`src/rtl/fem1d_pkg.sv`:
```
// ----------------------------------------------------------------------------
// fem1d_pkg
// shared types, constants and quadrature coefficient tables
// ----------------------------------------------------------------------------
`default_nettype none
package fem1d_pkg;

  localparam int SAMP_W   = 32;
  localparam int H_W      = 33;
  localparam int OUT_W    = 48;
  localparam int COEF_W   = 32;
  localparam int TAB_N    = 256;
  localparam int TAB_AW   = 8;
  // quotient bits kept by the stiffness divider, anything larger saturates
  localparam int DIV_BITS = 50;
  localparam int MAG_W    = 60;
  localparam int MASS_SH  = 49;

  localparam longint Q30_ONE  = 64'sd1073741824;
  localparam longint Q30_HALF = 64'sd536870912;
  localparam longint GP2      = 64'sd619925131;
  localparam longint GP3      = 64'sd831716840;
  localparam longint W59      = 64'sd596523236;
  localparam longint W89      = 64'sd954437177;

  localparam int KIND_K = 0;
  localparam int KIND_M = 1;
  localparam int KIND_F = 2;

  typedef logic signed [COEF_W-1:0] coef_tab_t [0:TAB_N-1];

  typedef struct packed {
    logic                   degen;
    logic [H_W-1:0]         h;
    logic [2:0][SAMP_W-1:0] a;
    logic [2:0][SAMP_W-1:0] q;
    logic [2:0][SAMP_W-1:0] f;
  } elem_t;

  typedef struct packed {
    logic [1:0] row;
    logic [1:0] col;
    logic       load;
    logic       degen;
    logic       last;
  } meta_t;

  function automatic longint rnd(input longint v, input int s);
    longint m;
    m = (v < 0) ? -v : v;
    m = (m + (longint'(1) << (s - 1))) >>> s;
    return (v < 0) ? -m : m;
  endfunction

  function automatic longint xi_of(input int r, input int q);
    if (r == 0) return (q == 0) ? -GP2 : ((q == 1) ? GP2 : 64'sd0);
    return (q == 0) ? -GP3 : ((q == 2) ? GP3 : 64'sd0);
  endfunction

  function automatic longint w_of(input int r, input int q);
    if (r == 0) return (q < 2) ? Q30_ONE : 64'sd0;
    return (q == 1) ? W89 : ((q < 3) ? W59 : 64'sd0);
  endfunction

  function automatic longint phi_of(input int b, input longint xi, input int i);
    longint xx;
    xx = rnd(xi * xi, 30);
    if (b != 0) begin
      if (i == 0) return rnd(xx - xi, 1);
      if (i == 1) return rnd(xx + xi, 1);
      if (i == 2) return Q30_ONE - xx;
      return 64'sd0;
    end
    if (i == 0) return rnd(Q30_ONE - xi, 1);
    if (i == 1) return rnd(Q30_ONE + xi, 1);
    return 64'sd0;
  endfunction

  function automatic longint dphi_of(input int b, input longint xi, input int i);
    if (b != 0) begin
      if (i == 0) return xi - Q30_HALF;
      if (i == 1) return xi + Q30_HALF;
      if (i == 2) return -2 * xi;
      return 64'sd0;
    end
    if (i == 0) return -Q30_HALF;
    if (i == 1) return Q30_HALF;
    return 64'sd0;
  endfunction

  // index is {basis, rule, point, row, col}
  function automatic coef_tab_t build_tab(input int kind);
    coef_tab_t t;
    longint xi, w, v;
    for (int b = 0; b < 2; b++)
      for (int r = 0; r < 2; r++)
        for (int q = 0; q < 4; q++)
          for (int i = 0; i < 4; i++)
            for (int j = 0; j < 4; j++) begin
              xi = xi_of(r, q);
              w  = w_of(r, q);
              if (kind == KIND_K)
                v = rnd(rnd(dphi_of(b, xi, i) * dphi_of(b, xi, j), 30) * w, 36);
              else if (kind == KIND_M)
                v = rnd(rnd(phi_of(b, xi, i) * phi_of(b, xi, j), 30) * w, 36);
              else
                v = (j == 0) ? rnd(phi_of(b, xi, i) * w, 36) : 64'sd0;
              t[b*128 + r*64 + q*16 + i*4 + j] = v[COEF_W-1:0];
            end
    return t;
  endfunction

  localparam coef_tab_t KC_TAB = build_tab(KIND_K);
  localparam coef_tab_t MC_TAB = build_tab(KIND_M);
  localparam coef_tab_t FC_TAB = build_tab(KIND_F);

endpackage
`default_nettype wire

```
`src/rtl/fem1d_front.sv`:
```
// ----------------------------------------------------------------------------
// fem1d_front
// accepts element beats, forms the element length and flags degenerate ones
// ----------------------------------------------------------------------------
`default_nettype none
module fem1d_front
  import fem1d_pkg::*;
(
  input  wire logic         in_tvalid,
  output logic              in_tready,
  input  wire logic [351:0] in_tdata,
  input  wire logic         q_full,
  output logic              push,
  output elem_t             elem
);

  logic signed [H_W-1:0] h_s;

  assign h_s = H_W'($signed(in_tdata[63:32])) - H_W'($signed(in_tdata[31:0]));

  assign in_tready = !q_full;
  assign push      = in_tvalid && !q_full;

  always_comb begin
    elem.degen = h_s[H_W-1] || (h_s == '0);
    elem.h     = h_s;
    for (int k = 0; k < 3; k++) begin
      elem.a[k] = in_tdata[64  + 32*k +: 32];
      elem.q[k] = in_tdata[160 + 32*k +: 32];
      elem.f[k] = in_tdata[256 + 32*k +: 32];
    end
  end

endmodule
`default_nettype wire

```
`config.mk`:
```
export PLATFORM = sky130hd
export DESIGN_NAME = fem1d_front
export DESIGN_NICKNAME = d
export VERILOG_FILES = /design/src/rtl/fem1d_pkg.sv /design/src/rtl/fem1d_front.sv
export SDC_FILE = /design/constraint.sdc
export NUM_CORES = 1
export LEC_CHECK = 0
export BUFFER_PORTS_ARGS = -buffer_cell sky130_fd_sc_hd__buf_4
export CELL_PAD_IN_SITES_DETAIL_PLACEMENT = 1
export CELL_PAD_IN_SITES_GLOBAL_PLACEMENT = 2
export CORE_AREA = 2 2 264 266
export DETAILED_ROUTE_END_ITERATION = 6
export DIE_AREA = 0 0 266 268
export PLACE_DENSITY_LB_ADDON = 0.2
export RECOVER_POWER = 25
export SYNTH_ARGS = -nofsm -noshare
export SYNTH_HDL_FRONTEND = slang
export SYNTH_SLANG_ARGS = --single-unit
```
`constraint.sdc`:
```
create_clock -name vclk -period 3
set_clock_uncertainty 0.15 [all_clocks]
set_input_delay 0.3 -clock vclk [all_inputs]
set_output_delay 0.3 -clock vclk [all_outputs]
set_load 0.05 [all_outputs]
```
==> impl_metrics.json <==
{
  "yosysTopAreaCell": "buf_4",
  "crit_type": "in2out",
  "critPathLaunch": "in_tdata[2]",
  "crit_arrival_ps": 3360,
  "rsz0062_at_grt": "true",
  "grt_pass1_vias": 4366,
  "layout_common_cells": "buf_4, inv_1, buf_6, nand2_1, nor2_1",
  "fin_nets": 982,
  "cp_max_fo": 5,
  "status": "finished with violations",
  "syn_area_mm2": 0.004382,
  "numPortBuffers": 102,
  "drive_above_1_share": 0.6307,
  "cp_slowest_cell": "ha_1",
  "maxSlewViolCount": 0,
  "drv_cap": 0,
  "synth.top_cell.area_share": 0.4934,
  "synthesis.nets": 1019,
  "setup.worst_path.end": "elem[321]",
  "num_antenna_cells": 0,
  "grt-ovfl-total": 0,
  "grt_pass1_wl_um": 31240,
  "start_kind": "input port",
  "final.period_utilization": 1.269,
  "holdBufCountCts": 0,
  "violations": "negative setup slack",
  "grt_max_degree": 9,
  "critPathRequiredTime_ps": 2550,
  "postRouteAntennaNets": 0,
  "dieArea_mm2": 0.07129,
  "path_cells": "buf_4 -> inv_1 -> ha_1 -> buf_4 -> nand2b_4 -> a211oi_4 -> buf_6 -> o2111ai_4 -> buf_6 -> nand4b_1 -> buf_4 -> buf_4 -> a31oi_4 -> o21bai_4 -> or2_4 -> a2bb2o_2 -> o31ai_4 -> buf_6",
  "critPathMaxStageDelay_ps": 320,
  "grt_antenna_before_repair": 0,
  "num_rows": 96,
  "tightest_slew_ps": 624.3,
  "power_frac_seq": 0,
  "die_w_um": 266,
  "ir_worst_vdd_mv": 0.1442,
  "end_kind": "output port",
  "die_y_um": 268,
  "p_comb_frac": 1.000,
  "power.total_mw": 1.842,
  "finalHoldViolCount": 0,
  "routed_wl_um": 22720,
  "drc": 0,
  "final_common_cell": "buf_4",
  "fin_ws_ps": -807.4,
  "finalSetupViolCount": 11,
  "grtUsageTotal": 0.06001,
  "min_period_ps": 3807,
  "ys_seq_area_frac": 0,
  "hold_ws_ps": 450.0,
  "place_hpwl_um": 20600,
  "hold_path.class": "in2out",
  "io_pins": 678,
  "gp_congestion": 0.6632,
  "p_leak_nw": 2.558,
  "utilization": 0.09201,
  "routed_via_density": 2.586,
  "first_pass_iters": 4,
  "synthesis.instances": 632,
  "p_int_mw": 0.8285,
  "synth_cell_type_count": 61,
  "cp_common_cell": "buf_4",
  "design.seq.count": 0,
  "seqCellArea_um2": 0,
  "wl_per_cell_um": 15.40,
  "areaGrowthSynthToFinish_pct": 43.26,
  "vias": 3814,
  "swShare": 0.5502,
  "ys_top_cells_by_area": "buf_4, ha_1, inv_1",
  "syn_avg_cell_area_um2": 6.933,
  "pre_cts_ws_ps": -1264,
  "p_clk_frac": 0,
  "core_mm2": 0.06823,
  "worstHoldPathCells": 0,
  "powerDensity_mw_per_mm2": 293.5,
  "fmax_mhz": 262.6,
  "ys_warn_count": 0,
  "max_slew_margin": 0.5813,
  "clkbuf_count": 0,
  "drtIter0Drc": 85,
  "p_sw_mw": 1.014,
  "start_util": 0.06422
}
[cell usage after synthesis (6+ instances only)]
cell type / count
xor2_1: 12
o21ai_1: 7
nor3_1: 8
inv_1: 45
ha_1: 32
nand3_1: 11
a21oi_1: 26
nor2_1: 30
buf_4: 288
nand2_1: 29
a31oi_1: 7
o21ai_0: 10
a21o_1: 11
clkbuf_1: 14
and2_1: 6
o21a_1: 6
nand4_1: 10
[final cells by class]
class                      instances  area, um^2
inverter                          45       187.7
fill                            8107       61950
timing repair buffer             264        2217
multi-input combinational        284        2769
tap                              882        1104
[power groups by stage]
stage                     Sequential, mW  Clock (mW)  Combinational (mW)
after floorplan                        0           0                1.85
after global placement                 0           0                1.62
after detailed placement               0           0                1.61
after CTS                              0           0                1.85
after global routing                   0           0                1.99
final                                  0           0                1.84
[through the flow]
step	instances	TNS (ps)	area, um^2
after detailed placement	1462	-8955	5366
final	1475	-2659	6277
after global placement	1462	-8830	5366
after floorplan	632	-1279	4598
after global routing	1475	-4092	6277
after CTS	1474	-3472	6116
[per-layer routing]
metal,vias to the layer above,track usage,wire length (um)
met5,-,0.008784,63
met4,2,0.03082,1295
met3,118,0.02712,2542
met2,276,0.08814,9300
met1,1681,0.07267,9516
li1,1737,-,-
[worst min-delay path by stage]
stage / start / endpoint
global placement: in_tdata[169] / elem[105]
detailed placement: in_tdata[169] / elem[105]
floorplan: in_tdata[256] / elem[0]
global route: in_tdata[303] / elem[47]
finish: in_tdata[190] / elem[126]
CTS: in_tdata[169] / elem[105]
[cells by family after synthesis]
group / share of synthesized area
xor+xnor: 0.03398
buf+inv: 0.5451
fa+ha+maj: 0.09594
mux: 0.002285
compound gates: 0.1682
simple gates: 0.1545
[timing repair]
action | 4_1_cts | 5_1_grt
resized for setup | 137 | 32
buffers inserted | 16 | 5
setup endpoints to repair | 21 | 20
pin swaps | 38 | 19
[worst max-delay path, delay by kind of cell]
kind            cells  cell delay (ps)
compound gates      6             1050
fa+ha+maj           1              320
buf+inv             8             1110
simple gates        3              550
(Power assumes the default switching activity.)
