<file path="config.mk">
export PLATFORM = sky130hd
export DESIGN_NAME = fem1d_queue
export DESIGN_NICKNAME = d
export VERILOG_FILES = /design/src/rtl/fem1d_pkg.sv /design/src/rtl/fem1d_queue.sv
export SDC_FILE = /design/constraint.sdc
export NUM_CORES = 1
export LEC_CHECK = 0
export BUFFER_PORTS_ARGS = -buffer_cell sky130_fd_sc_hd__buf_2
export CORE_MARGIN = 8
export CORE_UTILIZATION = 40
export CTS_CLUSTER_DIAMETER = 200
export CTS_CLUSTER_SIZE = 20
export DETAILED_ROUTE_END_ITERATION = 8
export SYNTH_ARGS = -nofsm -noshare
export SYNTH_HDL_FRONTEND = slang
export SYNTH_SLANG_ARGS = --single-unit
export TNS_END_PERCENT = 20
</file>
<file path="constraint.sdc">
create_clock -name clk -period 20.7 [get_ports clk]
set_input_delay 4.14 -clock clk [delete_from_list [all_inputs] [get_ports clk]]
set_output_delay 4.14 -clock clk [all_outputs]
set_load 0.05 [all_outputs]
</file>
<file path="src/rtl/fem1d_pkg.sv">
// ----------------------------------------------------------------------------
// fem1d_pkg
// shared types, constants and quadrature coefficient tables
// ----------------------------------------------------------------------------
`default_nettype none
package fem1d_pkg;

  localparam int SAMP_W   = 32;
  localparam int H_W      = 33;
  localparam int OUT_W    = 48;
  localparam int COEF_W   = 32;
  localparam int TAB_N    = 256;
  localparam int TAB_AW   = 8;
  // quotient bits kept by the stiffness divider, anything larger saturates
  localparam int DIV_BITS = 50;
  localparam int MAG_W    = 60;
  localparam int MASS_SH  = 49;

  localparam longint Q30_ONE  = 64'sd1073741824;
  localparam longint Q30_HALF = 64'sd536870912;
  localparam longint GP2      = 64'sd619925131;
  localparam longint GP3      = 64'sd831716840;
  localparam longint W59      = 64'sd596523236;
  localparam longint W89      = 64'sd954437177;

  localparam int KIND_K = 0;
  localparam int KIND_M = 1;
  localparam int KIND_F = 2;

  typedef logic signed [COEF_W-1:0] coef_tab_t [0:TAB_N-1];

  typedef struct packed {
    logic                   degen;
    logic [H_W-1:0]         h;
    logic [2:0][SAMP_W-1:0] a;
    logic [2:0][SAMP_W-1:0] q;
    logic [2:0][SAMP_W-1:0] f;
  } elem_t;

  typedef struct packed {
    logic [1:0] row;
    logic [1:0] col;
    logic       load;
    logic       degen;
    logic       last;
  } meta_t;

  function automatic longint rnd(input longint v, input int s);
    longint m;
    m = (v < 0) ? -v : v;
    m = (m + (longint'(1) << (s - 1))) >>> s;
    return (v < 0) ? -m : m;
  endfunction

  function automatic longint xi_of(input int r, input int q);
    if (r == 0) return (q == 0) ? -GP2 : ((q == 1) ? GP2 : 64'sd0);
    return (q == 0) ? -GP3 : ((q == 2) ? GP3 : 64'sd0);
  endfunction

  function automatic longint w_of(input int r, input int q);
    if (r == 0) return (q < 2) ? Q30_ONE : 64'sd0;
    return (q == 1) ? W89 : ((q < 3) ? W59 : 64'sd0);
  endfunction

  function automatic longint phi_of(input int b, input longint xi, input int i);
    longint xx;
    xx = rnd(xi * xi, 30);
    if (b != 0) begin
      if (i == 0) return rnd(xx - xi, 1);
      if (i == 1) return rnd(xx + xi, 1);
      if (i == 2) return Q30_ONE - xx;
      return 64'sd0;
    end
    if (i == 0) return rnd(Q30_ONE - xi, 1);
    if (i == 1) return rnd(Q30_ONE + xi, 1);
    return 64'sd0;
  endfunction

  function automatic longint dphi_of(input int b, input longint xi, input int i);
    if (b != 0) begin
      if (i == 0) return xi - Q30_HALF;
      if (i == 1) return xi + Q30_HALF;
      if (i == 2) return -2 * xi;
      return 64'sd0;
    end
    if (i == 0) return -Q30_HALF;
    if (i == 1) return Q30_HALF;
    return 64'sd0;
  endfunction

  // index is {basis, rule, point, row, col}
  function automatic coef_tab_t build_tab(input int kind);
    coef_tab_t t;
    longint xi, w, v;
    for (int b = 0; b < 2; b++)
      for (int r = 0; r < 2; r++)
        for (int q = 0; q < 4; q++)
          for (int i = 0; i < 4; i++)
            for (int j = 0; j < 4; j++) begin
              xi = xi_of(r, q);
              w  = w_of(r, q);
              if (kind == KIND_K)
                v = rnd(rnd(dphi_of(b, xi, i) * dphi_of(b, xi, j), 30) * w, 36);
              else if (kind == KIND_M)
                v = rnd(rnd(phi_of(b, xi, i) * phi_of(b, xi, j), 30) * w, 36);
              else
                v = (j == 0) ? rnd(phi_of(b, xi, i) * w, 36) : 64'sd0;
              t[b*128 + r*64 + q*16 + i*4 + j] = v[COEF_W-1:0];
            end
    return t;
  endfunction

  localparam coef_tab_t KC_TAB = build_tab(KIND_K);
  localparam coef_tab_t MC_TAB = build_tab(KIND_M);
  localparam coef_tab_t FC_TAB = build_tab(KIND_F);

endpackage
`default_nettype wire

</file>
<file path="src/rtl/fem1d_queue.sv">
// ----------------------------------------------------------------------------
// fem1d_queue
// two-entry element queue between front and back
// ----------------------------------------------------------------------------
`default_nettype none
module fem1d_queue
  import fem1d_pkg::*;
(
  input  wire logic  clk,
  input  wire logic  rst_n,
  input  wire logic  push,
  input  wire elem_t wr_elem,
  input  wire logic  pop,
  output logic       full,
  output logic       nonempty,
  output elem_t      head
);

  elem_t      mem_r [0:1];
  logic       wr_ptr_r, rd_ptr_r;
  logic [1:0] cnt_r, cnt_nxt;

  assign full     = (cnt_r == 2'd2);
  assign nonempty = (cnt_r != 2'd0);
  assign head     = mem_r[rd_ptr_r];

  always_comb begin
    cnt_nxt = cnt_r;
    if (push && !pop) cnt_nxt = cnt_r + 2'd1;
    else if (pop && !push) cnt_nxt = cnt_r - 2'd1;
  end

  always_ff @(posedge clk) begin
    if (!rst_n) begin
      wr_ptr_r <= 1'b0;
      rd_ptr_r <= 1'b0;
      cnt_r    <= 2'd0;
    end else begin
      cnt_r <= cnt_nxt;
      if (push) wr_ptr_r <= !wr_ptr_r;
      if (pop)  rd_ptr_r <= !rd_ptr_r;
    end
  end

  always_ff @(posedge clk) begin
    if (push) mem_r[wr_ptr_r] <= wr_elem;
  end

endmodule
`default_nettype wire

</file>
==> metrics list <==
* Worst Setup Start Kind: register
- Vert. Die Dim: 259 um
- Final Total Pwr: 2.77 mW
- STA puts the critical path data required time at 16.56 ns.
- In this run the critical register-to-register path is captured at mem_r[1][274]$_DFFE_PP_.
- Across all layers, the routed design uses 11.9k vias.
* Final Skew: 0.0133 ns
* Launching point of the worst reg2reg path: wr_ptr_r$_SDFFE_PN0P_
- Worst slew slack as a fraction of its limit: 0.181
- STA puts the critical path data arrival time at 4.76 ns.
* Num Clock Sinks: 649
- The final layout contains 2013 nets.
- The hold violation total from the final report is 0.
- Post-Syn Area per Cell: 23.2 um2
- 650 I/O pins were placed.
* Path type of the worst setup path: register to output port
- The tool flagged a number of max-cap violations equal to 0.
- Placed Instance Area: 27700 um2
- Number of buffer cells added on primary ports: 649
- Total wirelength of the detailed-routed design: 58100 um
- Post-DP HPWL: 41600 um
* DRC Markers: 0
- Critical-path maximum fanout: 72
* CTS max path bufs: 3
- The mapped netlist covers 23700 um2.
- Area overhead of the layout relative to synthesis: 21.2%
- The flow ran to the end, and the final reports show no timing, DRC or antenna violations.
- Clock tree from TritonCTS: built
- Largest net degree at the start of global routing: 176
* Slew at the pin closest to its max-slew limit: 1.23 ns
* GP Congestion: 0.816
- Power density over the cells: 96.6 nW/um2
* Depth of the CTS H-tree: 2
- The most critical setup path has its endpoint at head[279].
- Finished Layout Cells: 2481
- RSZ-0062 raised after global routing: no
- The max-slew violation count came to 0.
- Hold buffers post-CTS: 0
- Leak Pwr: 10.6 nW
- Row generation in the floorplan step produced 89 rows.
* Wire length per cell: 23.4 um
- The number of global-route vias before repair is 12.7k.
- For this run, the top clock speed supported by timing is 0.112 GHz.
- The cell sitting at the root of the clock tree is a sky130_fd_sc_hd__clkbuf_16.
- Routed via count divided by cell count: 4.80
- For the final routed database, the setup TNS stands at 0 ns.
- Net count after synthesis: 1351
- The initial antenna violation count is 22.
- Worst IR Drop VDD: 0.0000907 V
- Across every metal layer, demand over resource in global routing totals 0.162.
* Number of antenna-violating nets in the routed design: 0
- In this run, CTS created clock tree buffers numbering 38.
* Number of iterations in the first detailed-routing pass: 5
- After technology mapping, the gate count stands at 1024.
- Number of DRC violations after detailed-routing iteration 0: 681
* Die X-Extent: 259 um
- DIE AREA: 67300 um2
- Synthesized flop and latch total: 649
- The core region is 58800 um2.
* Initial core utilization: 0.403
- Period Utilization, post-route: 0.430
- The first global-routing pass estimated 81700 um of wire.
- The worst hold path passes through 2 cells.
* HP Class: register to register
- For this run, the register share of the synthesized area comes to 0.820.
- The smallest clock period supported by the final layout is computed as 8.90 ns.
* Final instance area: 28700 um2
- Source-to-sink clock delay at the later pin of the worst-skew pair: 0.55 ns
- Post-CTS repair changed the size of 0 cells.
- Setup violations remaining at the end of the flow were counted as 0.
* Aggregate global routing overflow: 0
- For flop-to-flop paths, the worst setup slack is 17.57 ns.
* Share of cells above drive strength 1: 0.601
- After synthesis, the netlist uses 18 different library cells.
* Depth of the worst register-to-register path: 3
- Post-CTS Repair Setup Buffers: 0
- Counting tap cells, the placed design contains a total of 2419 instances.
* Clock slew at reported path FFs: 0.08 ns
- STA classifies the critical path endpoint as an output port.
- Total number of yosys warnings: 0
[stage by stage]
| stage | util | hold WS [ns] | setup WS [ns] |
|---|---|---|---|
| 3_5_place_dp | 0.471 | 0.552 | 12.30 |
| 4_1_cts | 0.488 | 0.569 | 11.67 |
| 5_1_grt | 0.488 | 0.599 | 11.47 |
| 2_1_floorplan | - | 0.468 | 1.55 |
| 6_report | 0.489 | 0.571 | 11.80 |
| 3_3_place_gp | 0.471 | 0.499 | 12.36 |
[placed cells by master (no fill, tap or decap)]
cell / n
sky130_fd_sc_hd__clkbuf_16: 39
sky130_fd_sc_hd__inv_6: 1
sky130_fd_sc_hd__mux2_1: 8
sky130_fd_sc_hd__clkinv_8: 1
sky130_fd_sc_hd__ha_1: 1
sky130_fd_sc_hd__dfxtp_4: 1
sky130_fd_sc_hd__and2_4: 1
sky130_fd_sc_hd__buf_4: 6
sky130_fd_sc_hd__or3_1: 1
sky130_fd_sc_hd__o21a_1: 1
sky130_fd_sc_hd__inv_1: 1
sky130_fd_sc_hd__or2_2: 1
sky130_fd_sc_hd__diode_2: 15
sky130_fd_sc_hd__xnor2_1: 1
sky130_fd_sc_hd__and2_1: 3
sky130_fd_sc_hd__buf_12: 3
sky130_fd_sc_hd__o21ai_0: 1
sky130_fd_sc_hd__buf_2: 649
sky130_fd_sc_hd__mux2_4: 40
sky130_fd_sc_hd__nor2b_1: 2
sky130_fd_sc_hd__dfxtp_1: 4
sky130_fd_sc_hd__a21boi_0: 1
sky130_fd_sc_hd__edfxtp_1: 644
sky130_fd_sc_hd__nor2b_4: 1
sky130_fd_sc_hd__mux2_2: 274
sky130_fd_sc_hd__xor2_1: 2
sky130_fd_sc_hd__clkbuf_1: 6
[synthesized netlist by cell type, drive strengths merged]
cell type	instances	area [um2]
edfxtp	644	19300
mux2	322	3780
buf	36	374
dfxtp	5	100
and2	4	25.0
nor2b	3	18.8
xor2	2	17.5
a21boi	1	7.51
ha	1	12.5
inv	1	3.75
o21a	1	7.51
o21ai	1	5.00
or2	1	6.26
or3	1	6.26
xnor2	1	8.76
[state kept, by name (all words and copies together) (netlist names), named ones only]
signal    cells
rd_ptr_r      1
mem_r       644
cnt_r         2
wr_ptr_r      1
[layout make-up]
| class | count | area, um2 |
|---|---|---|
| Clock buffer | 45 | 998 |
| Sequential cell | 649 | 19400 |
| Antenna cell | 15 | 37.5 |
| Inverter | 1 | 3.75 |
| Timing Repair Buffer | 658 | 3350 |
| Fill cell | 5010 | 30100 |
| Tap cell | 773 | 967 |
| Clock inverter | 2 | 25.0 |
| Multi-Input combinational cell | 338 | 3900 |
[layer usage]
metal  wire, um  part of all wire  track usage  up-vias
met5        101            0.0017            0        -
met3       4610             0.079       0.0545       94
met4       1450             0.025       0.0597       16
met2      31200              0.54        0.293      372
met1      20700              0.36        0.175     6040
li1           -                 -            -     5391
[critical path, stage by stage (launching register included)]
cell and delay (ns):
sky130_fd_sc_hd__dfxtp_4 0.77, sky130_fd_sc_hd__buf_4 0.84, sky130_fd_sc_hd__buf_4 0.91, sky130_fd_sc_hd__buf_4 0.84, sky130_fd_sc_hd__mux2_2 0.43, sky130_fd_sc_hd__buf_2 0.21
[where the power goes]
group	internal [mW]	total (mW)	switching, mW
combinational	0.139	0.501	0.362
clock	0.343	0.736	0.393
sequential	1.52	1.54	0.0183
[kinds of logic (layout without fill, tap and decap cells)]
family                   count (synthesis)  after routing  synth area share
multiplexers                           322            322             0.159
AND/OR/NAND/NOR                          9              9           0.00238
AO/OA/AOI/OAI                            3              3          0.000844
adder cells (fa/ha/maj)                  1              1          0.000528
XOR/XNOR                                 3              3           0.00111
buffers and inverters                   37            706            0.0159
flip-flops                             649            649             0.820
other                                    0             15                 0
[worst min-delay path by stage]
stage | startpoint | end | slack [ns]
2_1_floorplan | cnt_r[1]$_SDFFE_PN0P_ | cnt_r[1]$_SDFFE_PN0P_ | 0.47
3_3_place_gp | cnt_r[1]$_SDFFE_PN0P_ | cnt_r[1]$_SDFFE_PN0P_ | 0.50
3_5_place_dp | cnt_r[1]$_SDFFE_PN0P_ | cnt_r[1]$_SDFFE_PN0P_ | 0.55
4_1_cts | cnt_r[1]$_SDFFE_PN0P_ | cnt_r[1]$_SDFFE_PN0P_ | 0.57
5_1_grt | cnt_r[1]$_SDFFE_PN0P_ | cnt_r[1]$_SDFFE_PN0P_ | 0.60
6_report | cnt_r[1]$_SDFFE_PN0P_ | cnt_r[1]$_SDFFE_PN0P_ | 0.57
(Power assumes the default switching activity.)
